==> config.mk <==
export PLATFORM = sky130hd
export DESIGN_NAME = alarm_hold_time_tracker
export DESIGN_NICKNAME = d
export VERILOG_FILES = /design/src/hw/rtl/aht_pkg.sv /design/src/hw/rtl/aht_hold_mem.sv /design/src/hw/rtl/alarm_hold_time_tracker.sv
export SDC_FILE = /design/constraint.sdc
export NUM_CORES = 2
export LEC_CHECK = 0
export BUFFER_PORTS_ARGS = -buffer_cell sky130_fd_sc_hd__buf_2
export CORE_UTILIZATION = 25
export DETAILED_ROUTE_END_ITERATION = 10
export PLACE_DENSITY = 0.43
export SLEW_MARGIN = 20
export SYNTH_ARGS = -nofsm -noshare
export SYNTH_HDL_FRONTEND = slang
export SYNTH_SLANG_ARGS = --single-unit
==> constraint.sdc <==
create_clock -name clk -period 4.7 [get_ports clk]
set_input_delay 0.235 -clock clk [delete_from_list [all_inputs] [get_ports clk]]
set_output_delay 0.235 -clock clk [all_outputs]
set_load 0.03 [all_outputs]
==> src/hw/rtl/aht_pkg.sv <==
// shared types, codes and constants of the alarm hold-time tracker
`timescale 1ns / 1ps

package aht_pkg;

    localparam int ALARM_COUNT_DEF = 32;
    localparam int HOUR_BITS_DEF   = 16;
    localparam int IDX_W           = 5;
    localparam int WORD_W          = 32;
    localparam int TIME_W          = 6;
    localparam int HOURS_OUT_W     = 16;
    localparam int GRADE_W         = 3;
    localparam int ROLL_LIMIT      = 60;
    localparam int PRODUCER_FIRST  = 16;
    localparam int TICK_SLOTS      = 28;

    typedef enum logic [1:0] {
        CMD_TICK  = 2'd0,
        CMD_SET   = 2'd1,
        CMD_CLEAR = 2'd2,
        CMD_READ  = 2'd3
    } command_t;

    typedef struct packed {
        command_t             command;
        logic [IDX_W-1:0]     alarm_index;
        logic                 alarm_on;
        logic [GRADE_W-1:0]   alarm_grade;
        logic                 producer_active;
        logic                 stack_active;
    } request_t;

    typedef struct packed {
        logic [WORD_W-1:0]      alarm_word;
        logic                   selected_state;
        logic [TIME_W-1:0]      hold_seconds;
        logic [TIME_W-1:0]      hold_minutes;
        logic [HOURS_OUT_W-1:0] hold_hours;
        logic                   beep_request;
        logic [GRADE_W-1:0]     beep_grade;
    } result_t;

    // access bundle from the sequencer to the hold-time memory
    typedef struct packed {
        logic             rd_en;
        logic [IDX_W-1:0] rd_addr;
        logic             wr_en;
        logic [IDX_W-1:0] wr_addr;
        logic             clr_all;
        logic             clr_one;
        logic [IDX_W-1:0] clr_addr;
    } mem_ctl_t;

endpackage

==> src/hw/rtl/aht_hold_mem.sv <==
// hold-time memory with per-entry valid bits and registered read
`timescale 1ns / 1ps

module aht_hold_mem
    import aht_pkg::*;
#(
    parameter int DEPTH  = ALARM_COUNT_DEF,
    parameter int DATA_W = 2 * TIME_W + HOUR_BITS_DEF
)
(
    input  logic              clk,
    input  logic              rst_n,
    input  mem_ctl_t          ctl,
    input  logic [DATA_W-1:0] wr_data,
    output logic [DATA_W-1:0] rd_data
);

    logic [DATA_W-1:0] mem [DEPTH];
    logic [DEPTH-1:0]  valid_reg;
    logic [DATA_W-1:0] rd_data_reg;
    logic              rd_valid_reg;

    always_ff @(posedge clk)
    begin
        if (ctl.wr_en)
        begin
            mem[ctl.wr_addr] <= wr_data;
        end
        if (ctl.rd_en)
        begin
            rd_data_reg <= mem[ctl.rd_addr];
        end
    end

    // an entry that is not valid reads as a cleared timer
    always_ff @(posedge clk or negedge rst_n)
    begin
        if (!rst_n)
        begin
            valid_reg    <= '0;
            rd_valid_reg <= 1'b0;
        end
        else
        begin
            if (ctl.clr_all)
            begin
                valid_reg <= '0;
            end
            else
            begin
                if (ctl.clr_one)
                begin
                    valid_reg[ctl.clr_addr] <= 1'b0;
                end
                if (ctl.wr_en)
                begin
                    valid_reg[ctl.wr_addr] <= 1'b1;
                end
            end
            if (ctl.rd_en)
            begin
                rd_valid_reg <= valid_reg[ctl.rd_addr];
            end
        end
    end

    assign rd_data = rd_valid_reg ? rd_data_reg : '0;

endmodule

==> src/hw/rtl/alarm_hold_time_tracker.sv <==
// top level of the alarm hold-time tracker: command sequencer and result register
`timescale 1ns / 1ps

// An item is taken when start is high and busy is low. A tick item walks the
// 28 tick-driven hold timers through the timer memory, one entry read per
// cycle with the write-back of the previous entry overlapped, so busy stays
// high through the walk, drain, fetch and done states. Set, clear and read
// items need one memory read of the addressed timer: busy stays high through
// the fetch and done states. The result is on result for exactly one cycle,
// marked by result_valid, in the first cycle in which busy is low; it cannot
// be held off, and a new item may be started in that same cycle. Timers are
// cleared at reset and by a clear item through valid bits, so no clearing
// pass is needed.
module alarm_hold_time_tracker
    import aht_pkg::*;
#(
    parameter int ALARM_COUNT = ALARM_COUNT_DEF,
    parameter int HOUR_BITS   = HOUR_BITS_DEF
)
(
    input  logic     clk,
    input  logic     rst_n,
    input  logic     start,
    input  request_t request,
    output logic     busy,
    output logic     result_valid,
    output result_t  result
);

    localparam int ENTRY_W = 2 * TIME_W + HOUR_BITS;
    localparam logic [IDX_W-1:0] WALK_LAST = IDX_W'(TICK_SLOTS - 1);
    localparam logic [TIME_W-1:0] TIME_LAST = TIME_W'(ROLL_LIMIT - 1);

    typedef enum logic [4:0] {
        ST_IDLE  = 5'b00001,
        ST_WALK  = 5'b00010,
        ST_DRAIN = 5'b00100,
        ST_FETCH = 5'b01000,
        ST_DONE  = 5'b10000
    } state_t;

    state_t                  state_reg, state_next;
    request_t                req_reg;
    logic                    idx_ok_reg, idx_ok_next;
    logic [ALARM_COUNT-1:0]  alarm_bits_reg, alarm_bits_next;
    logic [TICK_SLOTS-1:0]   elig_reg, elig_next;
    logic [IDX_W-1:0]        walk_cnt_reg, walk_cnt_next;
    logic                    wb_pend_reg, wb_pend_next;
    logic [IDX_W-1:0]        wb_addr_reg;
    result_t                 result_reg, result_next;
    logic                    result_valid_reg, result_valid_next;

    logic                    accept;
    logic [WORD_W-1:0]       word_now;
    logic [WORD_W-1:0]       word_set;
    logic                    set_change;
    mem_ctl_t                mem_ctl;
    logic [ENTRY_W-1:0]      rd_data;
    logic [ENTRY_W-1:0]      wr_data;

    // fields of the entry coming out of the memory
    logic [TIME_W-1:0]       rd_sec, rd_min;
    logic [HOUR_BITS-1:0]    rd_hr;
    logic [TIME_W-1:0]       nx_sec, nx_min;
    logic [HOUR_BITS-1:0]    nx_hr;
    logic [WORD_W-1:0]       rd_hr_wide;

    assign accept   = start && (state_reg == ST_IDLE);
    assign busy     = (state_reg != ST_IDLE);
    assign word_now = WORD_W'(alarm_bits_reg);

    // set item: bit change and timer restart happen at the accept edge
    assign idx_ok_next = (int'(request.alarm_index) < ALARM_COUNT);

    always_comb
    begin
        word_set = word_now;
        word_set[request.alarm_index] = request.alarm_on;
    end

    assign set_change = accept && (request.command == CMD_SET) && idx_ok_next
                        && (word_now[request.alarm_index] != request.alarm_on);

    always_comb
    begin
        alarm_bits_next = alarm_bits_reg;
        if (accept && (request.command == CMD_CLEAR))
        begin
            alarm_bits_next = '0;
        end
        else if (set_change)
        begin
            alarm_bits_next = ALARM_COUNT'(word_set);
        end
    end

    // timers to advance on this tick: producer group 16..27, stack group 0..15
    always_comb
    begin
        elig_next = elig_reg;
        if (accept)
        begin
            for (int i = 0; i < TICK_SLOTS; i++)
            begin
                if (i >= PRODUCER_FIRST)
                begin
                    elig_next[i] = word_now[i] & request.producer_active;
                end
                else
                begin
                    elig_next[i] = word_now[i] & request.stack_active;
                end
            end
        end
    end

    // timer increment with rollover of seconds and minutes, hours wrap
    assign rd_sec = rd_data[TIME_W-1:0];
    assign rd_min = rd_data[2*TIME_W-1:TIME_W];
    assign rd_hr  = rd_data[ENTRY_W-1:2*TIME_W];

    always_comb
    begin
        nx_sec = rd_sec + TIME_W'(1);
        nx_min = rd_min;
        nx_hr  = rd_hr;
        if (rd_sec >= TIME_LAST)
        begin
            nx_sec = '0;
            nx_min = rd_min + TIME_W'(1);
            if (rd_min >= TIME_LAST)
            begin
                nx_min = '0;
                nx_hr  = rd_hr + HOUR_BITS'(1);
            end
        end
    end

    assign wr_data = {nx_hr, nx_min, nx_sec};

    // sequencer
    always_comb
    begin
        state_next    = state_reg;
        walk_cnt_next = walk_cnt_reg;
        wb_pend_next  = 1'b0;
        case (state_reg)
            ST_IDLE:
            begin
                walk_cnt_next = '0;
                if (accept)
                begin
                    if (request.command == CMD_TICK)
                    begin
                        state_next = ST_WALK;
                    end
                    else
                    begin
                        state_next = ST_FETCH;
                    end
                end
            end
            ST_WALK:
            begin
                wb_pend_next  = 1'b1;
                walk_cnt_next = walk_cnt_reg + IDX_W'(1);
                if (walk_cnt_reg == WALK_LAST)
                begin
                    state_next = ST_DRAIN;
                end
            end
            ST_DRAIN:
            begin
                // last write-back lands before the addressed timer is read
                state_next = ST_FETCH;
            end
            ST_FETCH:
            begin
                state_next = ST_DONE;
            end
            ST_DONE:
            begin
                state_next = ST_IDLE;
            end
            default:
            begin
                state_next = ST_IDLE;
            end
        endcase
    end

    // memory accesses: walk reads, write-back of the entry read before, final fetch, clears
    always_comb
    begin
        mem_ctl          = '0;
        mem_ctl.clr_all  = accept && (request.command == CMD_CLEAR);
        mem_ctl.clr_one  = set_change;
        mem_ctl.clr_addr = request.alarm_index;
        mem_ctl.wr_en    = wb_pend_reg && elig_reg[wb_addr_reg];
        mem_ctl.wr_addr  = wb_addr_reg;
        if (state_reg == ST_WALK)
        begin
            mem_ctl.rd_en   = 1'b1;
            mem_ctl.rd_addr = walk_cnt_reg;
        end
        else if (state_reg == ST_FETCH)
        begin
            mem_ctl.rd_en   = idx_ok_reg;
            mem_ctl.rd_addr = req_reg.alarm_index;
        end
    end

    // result assembly when the addressed timer comes back
    assign rd_hr_wide = WORD_W'(rd_hr);

    always_comb
    begin
        result_next       = result_reg;
        result_valid_next = 1'b0;
        if (state_reg == ST_DONE)
        begin
            result_valid_next = 1'b1;
            result_next       = '0;
            result_next.alarm_word = word_now;
            if (idx_ok_reg)
            begin
                result_next.selected_state = word_now[req_reg.alarm_index];
                result_next.hold_seconds   = rd_sec;
                result_next.hold_minutes   = rd_min;
                result_next.hold_hours     = rd_hr_wide[HOURS_OUT_W-1:0];
            end
            if (req_reg.command == CMD_SET)
            begin
                result_next.beep_request = (word_now != '0);
                result_next.beep_grade   = req_reg.alarm_grade;
            end
        end
    end

    aht_hold_mem #(
        .DEPTH  (ALARM_COUNT),
        .DATA_W (ENTRY_W)
    ) u_hold_mem (
        .clk     (clk),
        .rst_n   (rst_n),
        .ctl     (mem_ctl),
        .wr_data (wr_data),
        .rd_data (rd_data)
    );

    always_ff @(posedge clk or negedge rst_n)
    begin
        if (!rst_n)
        begin
            state_reg        <= ST_IDLE;
            alarm_bits_reg   <= '0;
            walk_cnt_reg     <= '0;
            wb_pend_reg      <= 1'b0;
            result_valid_reg <= 1'b0;
        end
        else
        begin
            state_reg        <= state_next;
            alarm_bits_reg   <= alarm_bits_next;
            walk_cnt_reg     <= walk_cnt_next;
            wb_pend_reg      <= wb_pend_next;
            result_valid_reg <= result_valid_next;
        end
    end

    // payload registers
    always_ff @(posedge clk)
    begin
        if (accept)
        begin
            req_reg    <= request;
            idx_ok_reg <= idx_ok_next;
        end
        elig_reg    <= elig_next;
        wb_addr_reg <= walk_cnt_reg;
        result_reg  <= result_next;
    end

    assign result_valid = result_valid_reg;
    assign result       = result_reg;

    // the strobe comes only right after the result cycle of the sequencer
    assert property (@(posedge clk) disable iff (!rst_n)
        result_valid |-> $past(state_reg == ST_DONE))
    else $error("result strobe without a finished item");

    // busy only rises on a started item
    assert property (@(posedge clk) disable iff (!rst_n)
        $rose(busy) |-> $past(start))
    else $error("busy rose without start");

    // timer write-back only during the tick walk
    assert property (@(posedge clk) disable iff (!rst_n)
        mem_ctl.wr_en |-> (state_reg == ST_WALK || state_reg == ST_DRAIN))
    else $error("timer write outside the tick walk");

    // beep fields stay low for anything but a set item
    assert property (@(posedge clk) disable iff (!rst_n)
        (state_reg == ST_DONE && req_reg.command != CMD_SET)
        |=> (!result.beep_request && result.beep_grade == '0))
    else $error("beep fields on a non-set item");

endmodule

==> run_results.csv <==
group,metric,value,unit
floorplan,dieArea,0.182,sq mm
synth,async_flop_share,6.94,%
detailed_routing,via_count,28500,
placed_design,portBuffers,82,
timing,max_slew.worst_pin.slew,1180,ps
power_and_ir_drop,p_leak,19.1,nW
synth,synthesis.area,0.0451,sq mm
timing,relSlewSlack,21.2,%
grt,grt_pass1_vias,27900,
timing,fmax,238,MHz
clocking,cts.sinks,1109,
placed_design,pre_cts_slack,484,ps
detailed_routing,avgRoutedWirePerCell,22.2,um
critical_path,cp-startpoint,"state_reg[3]",
power_and_ir_drop,powerDensity,486,mW/mm^2
synth,syn_inst,3512,
clocking,worstSkewPairLatency,770,ps
critical_path,worstSetupPathType,"flip-flop to flip-flop",
final_layout,final_util,30.0,%
timing,period_share,89.5,%
timing,fin_tns_setup,0,ps
critical_path,cp_num_buf_inv,1,
synth,yosys.area_share.simple,16.9,%
timing,skew,31.9,ps
clocking,cts_tree,"built",
final_layout,num-nets-final,3740,
grt,grt_use_total,14.9,%
timing,setup_viol,0,
synth,synthMuxAreaShare,1.64,%
placed_design,dp_hpwl,77700,um
synth,synth_fa_ha_area_share,0.111,%
synth,synth_cell_type_count,62,
clocking,clk_path_buf_depth,3,
critical_path,slowest_delay,870,ps
floorplan,fp.dieW,427,um
synth,synth_compound_area_share,5.70,%
clocking,cts_resized,0,
placed_design,gp_congestion,0.790,
final_layout,seq_area,0.0329,sq mm
clocking,clkTransAtPathRegs,60,ps
critical_path,crit_required,5120,ps
floorplan,fp.dieH,427,um
critical_path,reg2reg_from,"state_reg[3]",
floorplan,start_util,25.2,%
detailed_routing,routed_wl,137000,um
run,cap_violations,0,
floorplan,fp-row-count,155,
power_and_ir_drop,vdd_drop_max,0.000344,V
detailed_routing,drt_pre_antenna_iters,5,
grt,grt_pass1_wl,201000,um
grt,globalRouteOverflowTotal,0,
timing,worst_slack,495,ps
final_layout,drive_above_1_share,12.3,%
synth,yosys_warnings,0,
critical_path,crit_family,"simple AND/OR/NAND/NOR gates",
critical_path,slowest_stage,"nor4_1",
synth,synth_top_family_by_area,"simple AND/OR/NAND/NOR gates",
final_layout,largest_reg_flops,896,
grt,grt_max_degree,125,
final_layout,fillCellCount,18200,
final_layout,areaGrowthSynthToFinish,18.8,%
detailed_routing,drt_iter0_drc,2112,
worst_hold_path,hp-class,"input pin to asynchronous set/reset pin",
floorplan,coreArea,0.179,sq mm
synth,synth_edf_count,1027,
timing,final.min_clock_period,4200,ps
clocking,ctsHtreeMaxLevel,3,
final_layout,multi_input_area,0.0118,sq mm
synth,syn_area_per_cell,12.9,sq um
critical_path,crit_chain,"or4b_1 > or2_1 > mux2_4 > nand3_2 > buf_4 > a211oi_1 > nor4_1",
timing,drv_slew,0,
critical_path,cp-end-kind,"flip-flop",
clocking,root_buffer,"clkbuf_16",
timing,rsz0062_at_grt,"false",
synth,ys_ff_latch,1109,
clocking,cts-buffers-inserted,120,
floorplan,io_pins,83,
critical_path,ff2ff_setup_slack,500,ps
synth,seq_area_frac_synth,72.8,%
detailed_routing,drc,0,
grt,antenna_found_initial,0,
timing,hold_viol,0,
synth,synth_xor_area_share,0.388,%
synth,synth_ff_type,"edfxtp_1",
detailed_routing,via_per_inst,4.61,
critical_path,worstPathMaxFanout,14,
run_status,outcome,"completed",
critical_path,cp.arrival,4620,ps
detailed_routing,drtAntennaViolNets,0,
critical_path,cp-start-kind,"flip-flop",
## layout make-up
| class | instances | share of cell area [%] |
|---|---|---|
| multi-input combinational | 2245 | 22.1 |
| timing repair buffer | 210 | 3.54 |
| inverter | 34 | 0.238 |
| antenna | 1 | 0.00467 |
| clock buffer | 148 | 5.87 |
| sequential | 1109 | 61.3 |
| tap | 2355 | 5.50 |
| clock inverter | 78 | 1.48 |
## routing by layer
layer  wire length, um  vias to the layer above  global-route usage, %
met5                 0                        -                      0
met4              2820                        0                   4.11
met2             67600                      558                   25.4
met3              5020                      157                   1.78
met1             61800                    14500                   19.9
li1                  -                    13200                      -
## metrics by stage
| step | total power [mW] | hold slack [ps] | instance area [sq um] | instances |
|---|---|---|---|---|
| 3_5_place_dp | 16.8 | 153 | 49500 | 5936 |
| 2_1_floorplan | 15.0 | -60.6 | 45600 | 3623 |
| 4_1_cts | 26.4 | 128 | 53600 | 6179 |
| 6_report | 26.1 | 109 | 53600 | 6180 |
| 3_3_place_gp | 16.7 | 154 | 49500 | 5936 |
| 5_1_grt | 27.1 | 132 | 53600 | 6179 |
## worst register-to-register path: cells and delay by family, from the launching register on
kind | cells | cell delay (ps)
mux | 1 | 450
simple gates | 4 | 2380
flops | 1 | 490
buf+inv | 1 | 400
compound gates | 1 | 140
## final timing paths
path | endpoint | cells after the start
worst max-delay path | u_hold_mem.rd_data_reg[9] | 7
worst min-delay path | alarm_bits_reg[9] | 3
worst max register to register | u_hold_mem.rd_data_reg[9] | 7
worst min register to register | wb_addr_reg[1] | 0
max in group asynchronous | u_hold_mem.rd_valid_reg | 3
min in group clk | req_reg[2] | 2
## Yosys cell counts, drive strengths merged, types with 8 or more instances
library cell / count / share of area, %
clkbuf: 173 / 1.4
nor2: 25 / 0.21
a31oi: 115 / 1.6
a211oi: 112 / 1.9
and3: 235 / 3.3
o21ai: 75 / 0.83
nor3: 8 / 0.089
nor4: 39 / 0.55
and2: 64 / 0.89
edfxtp: 1027 / 68
nand2: 965 / 8.0
xor2: 9 / 0.17
a22oi: 9 / 0.15
nand3: 274 / 3.1
buf: 62 / 0.69
a21oi: 77 / 0.85
xnor2: 11 / 0.21
mux4: 26 / 1.3
dfrtp: 76 / 4.2
nand4: 11 / 0.15
mux2: 9 / 0.25
inv: 34 / 0.28
## logic make-up after synthesis
group	Yosys count
AOI/OAI and AO/OA	410
muxes	38
buffers and inverters	269
xor gates and xnor gates	20
adders and majority gates	4
DFF	1109
and+or+nand+nor	1661
other	1
## what timing repair did
| item | 4_1_cts | 5_1_grt |
|---|---|---|
| setup buffers | 0 | 0 |
| endpoints found under the hold margin | 125 | 0 |
| hold buffers | 17 | 0 |
## placed cells by master (no fill, tap or decap), types with 13 or more instances in the layout
| cell type | synthesis | final |
|---|---|---|
| edfxtp_1 | 1027 | 1027 |
| nand2_1 | 962 | 962 |
| nand3_1 | 271 | 271 |
| and3_1 | 235 | 235 |
| clkbuf_16 | 0 | 121 |
| a31oi_1 | 115 | 115 |
| a211oi_1 | 112 | 112 |
| conb_1 | 1 | 112 |
| buf_2 | 44 | 82 |
| a21oi_1 | 77 | 76 |
| dfrtp_1 | 76 | 75 |
| buf_4 | 2 | 73 |
| o21ai_0 | 73 | 72 |
| and2_1 | 63 | 61 |
| buf_12 | 0 | 39 |
| nor4_1 | 38 | 38 |
| clkinv_1 | 0 | 33 |
| inv_2 | 0 | 27 |
| mux4_2 | 26 | 26 |
| clkbuf_1 | 173 | 25 |
| nor2_1 | 24 | 22 |
| clkinv_2 | 0 | 21 |
| dlygate4sd3_1 | 0 | 16 |
| bufinv_16 | 0 | 13 |
## power breakdown
| part | switching [mW] | internal, mW |
|---|---|---|
| combinational | 2.88 | 1.14 |
| sequential | 0.242 | 12.2 |
| clock | 4.08 | 5.47 |
| total | 7.20 | 18.9 |
Power figures use the tool's default switching activity.
